### src/rfs_pkg.sv
// rfs_pkg: word types, result kind codes, register indexes and reset values
// for the radio frame splitter; no dependencies
`default_nettype none

package rfs_pkg;

  // result kinds
  localparam logic [2:0] KIND_PAYLOAD = 3'd0;
  localparam logic [2:0] KIND_OK      = 3'd1;
  localparam logic [2:0] KIND_EMPTY   = 3'd2;
  localparam logic [2:0] KIND_SHORT   = 3'd3;
  localparam logic [2:0] KIND_DONE    = 3'd4;

  // configuration register indexes
  localparam int unsigned CFG_INDEX_W = 2;
  localparam int unsigned CFG_DATA_W  = 8;
  localparam logic [CFG_INDEX_W-1:0] REG_OWN_ID        = 2'd0;
  localparam logic [CFG_INDEX_W-1:0] REG_HEADER_FIRST  = 2'd1;
  localparam logic [CFG_INDEX_W-1:0] REG_HEADER_SECOND = 2'd2;

  // register reset values
  localparam logic [7:0] OWN_ID_RESET        = 8'h0a;
  localparam logic [7:0] HEADER_FIRST_RESET  = 8'h9f;
  localparam logic [7:0] HEADER_SECOND_RESET = 8'he4;

  // most results one byte can cause
  localparam int unsigned MAX_RESULTS = 5;
  localparam int unsigned RES_CNT_W   = 3;

  localparam int unsigned PORT_MASK_W = 16;

  typedef struct packed {
    logic [7:0] rx_byte;
    logic       end_of_read;
  } item_t;

  typedef struct packed {
    logic [2:0]             kind;
    logic [7:0]             data_byte;
    logic [7:0]             sender_id;
    logic [7:0]             frame_length;
    logic [PORT_MASK_W-1:0] connected_mask;
    logic                   last;
  } result_t;

endpackage

`default_nettype wire

### src/radio_frame_splitter_core.sv
// radio_frame_splitter_core: splits received serial bytes into radio frames
// and emits payload words, frame status words and a read-done word
// depends on rfs_pkg
//
// latency: first result of a byte is shown the cycle after the byte is taken
// throughput: one byte per cycle while unstalled and each byte causes at most
//   one result; a byte causing more (up to 5) holds the input until its last
//   word goes, as the result buffer drains one word per unstalled cycle and refills
// reset: synchronous, clears the window, frame state and result buffer,
//   registers return to own id 0x0a and header 0x9f 0xe4
`default_nettype none

module radio_frame_splitter_core #(
  parameter int unsigned PAYLOAD_OFFSET = 8,
  parameter int unsigned MASK_BITS      = 16
) (
  input  wire logic                              clk,
  input  wire logic                              rst,
  input  wire logic                              item_valid,
  output logic                                   item_stall,
  input  wire rfs_pkg::item_t                    item,
  output logic                                   result_valid,
  input  wire logic                              result_stall,
  output rfs_pkg::result_t                       result,
  input  wire logic                              cfg_write,
  input  wire logic [rfs_pkg::CFG_INDEX_W-1:0]   cfg_index,
  input  wire logic [rfs_pkg::CFG_DATA_W-1:0]    cfg_data
);

  localparam logic [7:0] PAYLOAD_POS = 8'(PAYLOAD_OFFSET);
  localparam logic [rfs_pkg::RES_CNT_W-1:0] RES_ONE = rfs_pkg::RES_CNT_W'(1);

  typedef struct packed {
    logic       in_frame;
    logic [7:0] pos;
    logic [7:0] sender;
  } frame_t;

  // one-hot bit of a sender id, zero when the id is past the mask
  function automatic logic [MASK_BITS-1:0] id_bit(input logic [7:0] id);
    logic [MASK_BITS-1:0] one;
    one = MASK_BITS'(1);
    return one << id;
  endfunction

  // mask as seen on the port, zero-filled or cut to the port width
  function automatic logic [rfs_pkg::PORT_MASK_W-1:0] port_mask(
      input logic [MASK_BITS-1:0] m);
    logic [MASK_BITS+rfs_pkg::PORT_MASK_W-1:0] ext;
    ext = {{rfs_pkg::PORT_MASK_W{1'b0}}, m};
    return ext[rfs_pkg::PORT_MASK_W-1:0];
  endfunction

  function automatic logic commit_emits(input frame_t f);
    return f.in_frame && (f.pos >= PAYLOAD_POS);
  endfunction

  function automatic frame_t commit_state(input frame_t f, input logic [7:0] b);
    frame_t r;
    r = f;
    if (f.in_frame) begin
      if (f.pos == 8'd3) begin
        r.sender = b;
      end
      if (f.pos != 8'hff) begin
        r.pos = f.pos + 8'd1;
      end
    end
    return r;
  endfunction

  function automatic rfs_pkg::result_t payload_word(input logic [7:0] b,
                                                    input logic [7:0] sender);
    rfs_pkg::result_t r;
    r = '0;
    r.kind      = rfs_pkg::KIND_PAYLOAD;
    r.data_byte = b;
    r.sender_id = sender;
    return r;
  endfunction

  function automatic rfs_pkg::result_t status_word(input frame_t f);
    rfs_pkg::result_t r;
    r = '0;
    priority if (f.pos > PAYLOAD_POS) begin
      r.kind = rfs_pkg::KIND_OK;
    end else if (f.pos == PAYLOAD_POS) begin
      r.kind = rfs_pkg::KIND_EMPTY;
    end else begin
      r.kind = rfs_pkg::KIND_SHORT;
    end
    r.sender_id    = f.sender;
    r.frame_length = f.pos;
    return r;
  endfunction

  // configuration registers
  logic [7:0] own_id;
  logic [7:0] header_first;
  logic [7:0] header_second;

  // framing state
  logic [7:0]           byte_window [2];
  logic [1:0]           window_fill;
  frame_t               frame;
  logic [MASK_BITS-1:0] seen_mask;

  // result buffer
  rfs_pkg::result_t                res_buf [rfs_pkg::MAX_RESULTS];
  logic [rfs_pkg::RES_CNT_W-1:0]   res_cnt;
  logic [rfs_pkg::RES_CNT_W-1:0]   rd_idx;

  // next values
  logic [7:0]                      byte_window_next [2];
  logic [1:0]                      window_fill_next;
  frame_t                          frame_next;
  logic [MASK_BITS-1:0]            seen_mask_next;
  rfs_pkg::result_t                res_buf_next [rfs_pkg::MAX_RESULTS];
  logic [rfs_pkg::RES_CNT_W-1:0]   res_cnt_next;

  logic item_take;
  logic header_hit;

  // handshake: take a byte once the buffer is empty or giving up its last word
  assign result_valid = (rd_idx < res_cnt);
  assign result       = res_buf[rd_idx];
  assign item_stall   = result_valid &&
                        (((rd_idx + RES_ONE) != res_cnt) || result_stall);
  assign item_take    = item_valid && !item_stall;

  assign header_hit = (window_fill == 2'd2) &&
                      (byte_window[0] == header_first) &&
                      (byte_window[1] == header_second) &&
                      (item.rx_byte == own_id);

  // one byte: window shift, commits, frame close and read end
  always_comb begin
    byte_window_next = byte_window;
    window_fill_next = window_fill;
    frame_next       = frame;
    seen_mask_next   = seen_mask;
    res_cnt_next     = '0;
    for (int i = 0; i < rfs_pkg::MAX_RESULTS; i++) begin
      res_buf_next[i] = '0;
    end

    // window step
    if (header_hit) begin
      if (frame_next.in_frame) begin
        res_buf_next[res_cnt_next] = status_word(frame_next);
        res_cnt_next = res_cnt_next + RES_ONE;
        if (frame_next.sender != 8'd0) begin
          seen_mask_next = seen_mask_next | id_bit(frame_next.sender);
        end
      end
      frame_next.in_frame = 1'b1;
      frame_next.pos      = 8'd1;
      frame_next.sender   = 8'd0;
      byte_window_next[0] = byte_window[1];
      byte_window_next[1] = item.rx_byte;
    end else if (window_fill == 2'd2) begin
      if (commit_emits(frame_next)) begin
        res_buf_next[res_cnt_next] = payload_word(byte_window[0], frame_next.sender);
        res_cnt_next = res_cnt_next + RES_ONE;
      end
      frame_next = commit_state(frame_next, byte_window[0]);
      byte_window_next[0] = byte_window[1];
      byte_window_next[1] = item.rx_byte;
    end else begin
      byte_window_next[window_fill[0]] = item.rx_byte;
      window_fill_next = window_fill + 2'd1;
    end

    // end of read: flush window, close frame, report mask, restart
    if (item.end_of_read) begin
      for (int i = 0; i < 2; i++) begin
        if (i < int'(window_fill_next)) begin
          if (commit_emits(frame_next)) begin
            res_buf_next[res_cnt_next] = payload_word(byte_window_next[i],
                                                      frame_next.sender);
            res_cnt_next = res_cnt_next + RES_ONE;
          end
          frame_next = commit_state(frame_next, byte_window_next[i]);
        end
      end
      if (frame_next.in_frame) begin
        res_buf_next[res_cnt_next] = status_word(frame_next);
        res_cnt_next = res_cnt_next + RES_ONE;
        if (frame_next.sender != 8'd0) begin
          seen_mask_next = seen_mask_next | id_bit(frame_next.sender);
        end
      end
      res_buf_next[res_cnt_next] = '0;
      res_buf_next[res_cnt_next].kind = rfs_pkg::KIND_DONE;
      res_buf_next[res_cnt_next].connected_mask = port_mask(seen_mask_next);
      res_cnt_next = res_cnt_next + RES_ONE;
      byte_window_next[0] = 8'd0;
      byte_window_next[1] = 8'd0;
      window_fill_next    = 2'd0;
      frame_next          = '0;
      seen_mask_next      = id_bit(own_id);
    end

    // flag the last word of this byte
    if (res_cnt_next != '0) begin
      res_buf_next[res_cnt_next - RES_ONE].last = 1'b1;
    end
  end

  // configuration writes
  always_ff @(posedge clk) begin
    if (rst) begin
      own_id        <= rfs_pkg::OWN_ID_RESET;
      header_first  <= rfs_pkg::HEADER_FIRST_RESET;
      header_second <= rfs_pkg::HEADER_SECOND_RESET;
    end else if (cfg_write) begin
      unique case (cfg_index)
        rfs_pkg::REG_OWN_ID:        own_id        <= cfg_data;
        rfs_pkg::REG_HEADER_FIRST:  header_first  <= cfg_data;
        rfs_pkg::REG_HEADER_SECOND: header_second <= cfg_data;
        default: ;
      endcase
    end
  end

  // framing state and buffer control
  always_ff @(posedge clk) begin
    if (rst) begin
      byte_window[0] <= 8'd0;
      byte_window[1] <= 8'd0;
      window_fill    <= 2'd0;
      frame          <= '0;
      seen_mask      <= id_bit(rfs_pkg::OWN_ID_RESET);
      res_cnt        <= '0;
      rd_idx         <= '0;
    end else if (item_take) begin
      byte_window <= byte_window_next;
      window_fill <= window_fill_next;
      frame       <= frame_next;
      seen_mask   <= seen_mask_next;
      res_cnt     <= res_cnt_next;
      rd_idx      <= '0;
    end else if (result_valid && !result_stall) begin
      rd_idx <= rd_idx + RES_ONE;
    end
  end

  // result words
  always_ff @(posedge clk) begin
    if (item_take) begin
      res_buf <= res_buf_next;
    end
  end

endmodule

`default_nettype wire

### config.mk
export PLATFORM = sky130hd
export DESIGN_NAME = radio_frame_splitter_core
export DESIGN_NICKNAME = d
export VERILOG_FILES = /design/src/rfs_pkg.sv /design/src/radio_frame_splitter_core.sv
export SDC_FILE = /design/constraint.sdc
export NUM_CORES = 1
export LEC_CHECK = 0
export ABC_AREA = 1
export BUFFER_PORTS_ARGS = -buffer_cell sky130_fd_sc_hd__buf_2
export CORE_MARGIN = 3
export CORE_UTILIZATION = 63
export CTS_CLUSTER_DIAMETER = 50
export CTS_CLUSTER_SIZE = 16
export DETAILED_ROUTE_END_ITERATION = 8
export PLACE_DENSITY = 0.86
export RECOVER_POWER = 50
export SLEW_MARGIN = 0
export SYNTH_ARGS = -nofsm -noshare
export SYNTH_HDL_FRONTEND = slang
export SYNTH_SLANG_ARGS = --single-unit
### constraint.sdc
create_clock -name clk -period 13.1 [get_ports clk]
set_input_delay 1.31 -clock clk [delete_from_list [all_inputs] [get_ports clk]]
set_output_delay 1.31 -clock clk [all_outputs]
set_load 0.05 [all_outputs]
==> metrics.cfg <==
[clocking]
cts_made_buffers = 31
cts_setup_buffers = 0
cts_root_buf = clkbuf_16
cts_tree = built
clkLatencyLatePin_ns = 0.58
ctsHoldBuffers = 0
clk_path_buf_depth = 3
htree_num_levels = 1
cts_sinks = 293
ctsResizeCount = 0
clk_pin_slew_ns = 0.07

[route]
routed_wl_mm = 51.1
vias = 15400
post_drt_wl_per_cell_microns = 20.9
drc = 0
ant_nets = 0
vias_per_cell = 6.29
initialDrtViolationCount = 2319
first_pass_iters = 6

[timing]
rsz0062_at_grt = false
min_period_ns = 9.51
setup_slack_ns = 3.59
hold_slack_ns = 0.468
hold_viol = 0
post-route-period-util_pct = 72.6
tightest_slew_ns = 4.42
drv_slew = 169
setup_viol = 0
maxSlewHeadroom_pct = -194
max_freq_mhz = 105
fin_tns_setup_ns = 0
skew_ns = 0.0171

[finish]
multi_input_area_sq_um = 7410
nFillCells = 2128
nets = 2133
seqCellArea_sq_um = 7990
drive_gt1_share_pct = 10.8
diodes = 0
area_growth_pct = 8.76

[setup_path]
worst-endpoint-arrival_ns = 8.20
cpMostUsedCell = clkbuf_1
cp_slowest_stage_delay_ns = 3.07
crit_fanout = 91
required_ns = 11.79
cp_top_family = buffers and inverters
cp-start-kind = flop
worstSetupPathType = flop to output pin
worstReg2RegStart = rd_idx[0]
crit_slowest_cell = clkbuf_1
crit_chain = clkbuf_1 > inv_1 > nand3_1 > o21ai_0 > clkbuf_1
crit_buf_inv = 3
startpoint = rd_idx[0]
end_kind = output pin

[yosys]
yosysWarnings = 0
avgSynthCellArea_sq_um = 8.11
syn_inst = 2064
synth_async_sr_flop_share_pct = 0
synth_cell_types = 56
synth_top_flop_cell = edfxtp_1
syn_nets = 2108
ys_ff_latch = 293
synth_area_sq_um = 16700
synth_edf_count = 212
ys_seq_area_share_pct = 47.7

[power]
peakVddDrop_mv = 0.154
p_leak_nw = 7.09
power_density_nw_per_um2 = 118
total_power_mw = 2.15

[placement]
globalplace.congestion = 0.988
dp.final_hpwl_mm = 34.9
port_buffers = 69
pre_cts_ws_ns = 6.48

[worst_hold_path]
hold_start = seen_mask[4]
worstHoldPathType = flop to flop

[floorplanning]
die_area_sq_um = 28600
core_sq_um = 26100
boundaryPins = 70
dieHeight_microns = 169
fp-row-count = 59
initial_core_util_pct = 64.2
die-width_microns = 169

[global_routing]
grt_pass1_wl_mm = 79.3
grt_pass1_vias = 14700
grt_max_degree = 154
gr-total-overflow = 0
grt_usage_pct = 34.9
antenna_found_initial = 1

[status]
violations = capacitance limit, slew limit
outcome = finished, violations left

[run]
maxCapViolCount = 3

[worst paths after layout]
kind	endpoint	slack (ns)	cells past startpoint
setup / recovery	result[23]	3.59	5
hold / removal	seen_mask[4]	0.47	2
setup reg to reg	frame[10]	3.95	13
hold reg to reg	seen_mask[4]	0.47	2
[registers in the layout (all words and copies together) (netlist names)]
register       cells
header_second      8
frame             17
seen_mask         16
window_fill        2
res_buf          212
rd_idx             3
byte_window       16
res_cnt            3
header_first       8
own_id             8
[logic make-up after synthesis]
family | count (synthesis) | share of synthesized area [%]
and+or+nand+nor | 944 | 25.7
AOI/OAI and AO/OA | 457 | 16.4
buffers and inverters | 338 | 7.97
DFF | 293 | 47.7
adders and majority gates | 20 | 1.50
xor gates and xnor gates | 12 | 0.673
[Yosys cell counts, types with 3 or more instances]
master / count / area share [%]
o211ai_1: 19 / 0.85
nand3b_1: 4 / 0.18
a31oi_1: 13 / 0.49
o21ai_1: 24 / 0.72
inv_2: 21 / 0.47
nand3_1: 93 / 2.8
o21ai_2: 3 / 0.16
edfxtp_1: 212 / 38
clkbuf_1: 69 / 1.5
dfxtp_1: 81 / 9.7
o31ai_1: 9 / 0.40
a31o_2: 3 / 0.16
xnor2_1: 7 / 0.37
nor2_4: 17 / 1.1
nand2_1: 384 / 8.6
buf_2: 11 / 0.33
nor2_8: 3 / 0.36
a21oi_1: 120 / 3.6
xor2_1: 4 / 0.21
o21bai_1: 12 / 0.54
ha_1: 20 / 1.5
nand2_4: 8 / 0.54
a22oi_1: 16 / 0.72
nor4_1: 8 / 0.30
or3_1: 3 / 0.11
nor2_1: 300 / 6.7
buf_4: 5 / 0.22
nand2_2: 21 / 0.79
nand4_1: 20 / 0.75
nor3_1: 32 / 0.96
nand3_2: 13 / 0.78
o21ai_0: 146 / 4.4
nor2_2: 26 / 0.97
buf_6: 3 / 0.20
buf_1: 6 / 0.13
inv_1: 210 / 4.7
clkinv_1: 9 / 0.20
a221o_1: 36 / 2.2
o22ai_1: 46 / 1.7
nor3_2: 5 / 0.30
[routing by layer]
layer  vias up  share of wire [%]  global-route usage [%]
li1       7071                  -                       -
met1      7210                 40                    46.5
met2       946                 46                    56.1
met3       178                 10                    6.98
met4         2                4.0                    15.1
met5         -              0.025                       0
[power breakdown]
| group | switching (mW) | internal (mW) | leakage (nW) | total [mW] |
|---|---|---|---|---|
| clock network | 0.415 | 0.476 | 0.500 | 0.891 |
| logic | 0.155 | 0.0445 | 3.78 | 0.199 |
| registers | 0.0191 | 1.04 | 2.81 | 1.06 |
| total | 0.589 | 1.56 | 7.09 | 2.15 |
[placed cells by master, fill, tap and decap left out, types with 21 or more instances in the layout]
master     instances
clkbuf_16         31
nand2_2           21
a221o_1           36
nand2_1          384
o21ai_0          146
buf_2             23
a21oi_1          120
dfxtp_1           78
inv_1            211
o22ai_1           46
clkbuf_1          48
nor3_1            32
edfxtp_1         212
nor2_2            26
nor2_1           300
o21ai_1           24
nand3_1           93
[area by class of cell]
cell class | instances | share of cell area [%]
inverters | 244 | 5.13
repair buffers | 86 | 2.26
flip-flops and latches | 293 | 43.9
multi-input cells | 1433 | 40.7
clock inverters | 24 | 1.31
well taps | 335 | 2.30
clock buffers | 33 | 4.36
[stage by stage]
step	cells	area (sq um)	utilization, %
final	2448	18200	69.8
after global routing	2448	18200	69.8
after CTS	2448	18300	70.1
after detailed placement	2391	17200	66.1
after global placement	2391	17200	66.1
after floorplan	2064	16700	-
[worst min-delay path: stages (launching register included)]
cell     delay [ns]
dfxtp_1        0.31
nand2_1        0.06
a21oi_1        0.05
Power figures use the tool's default switching activity.
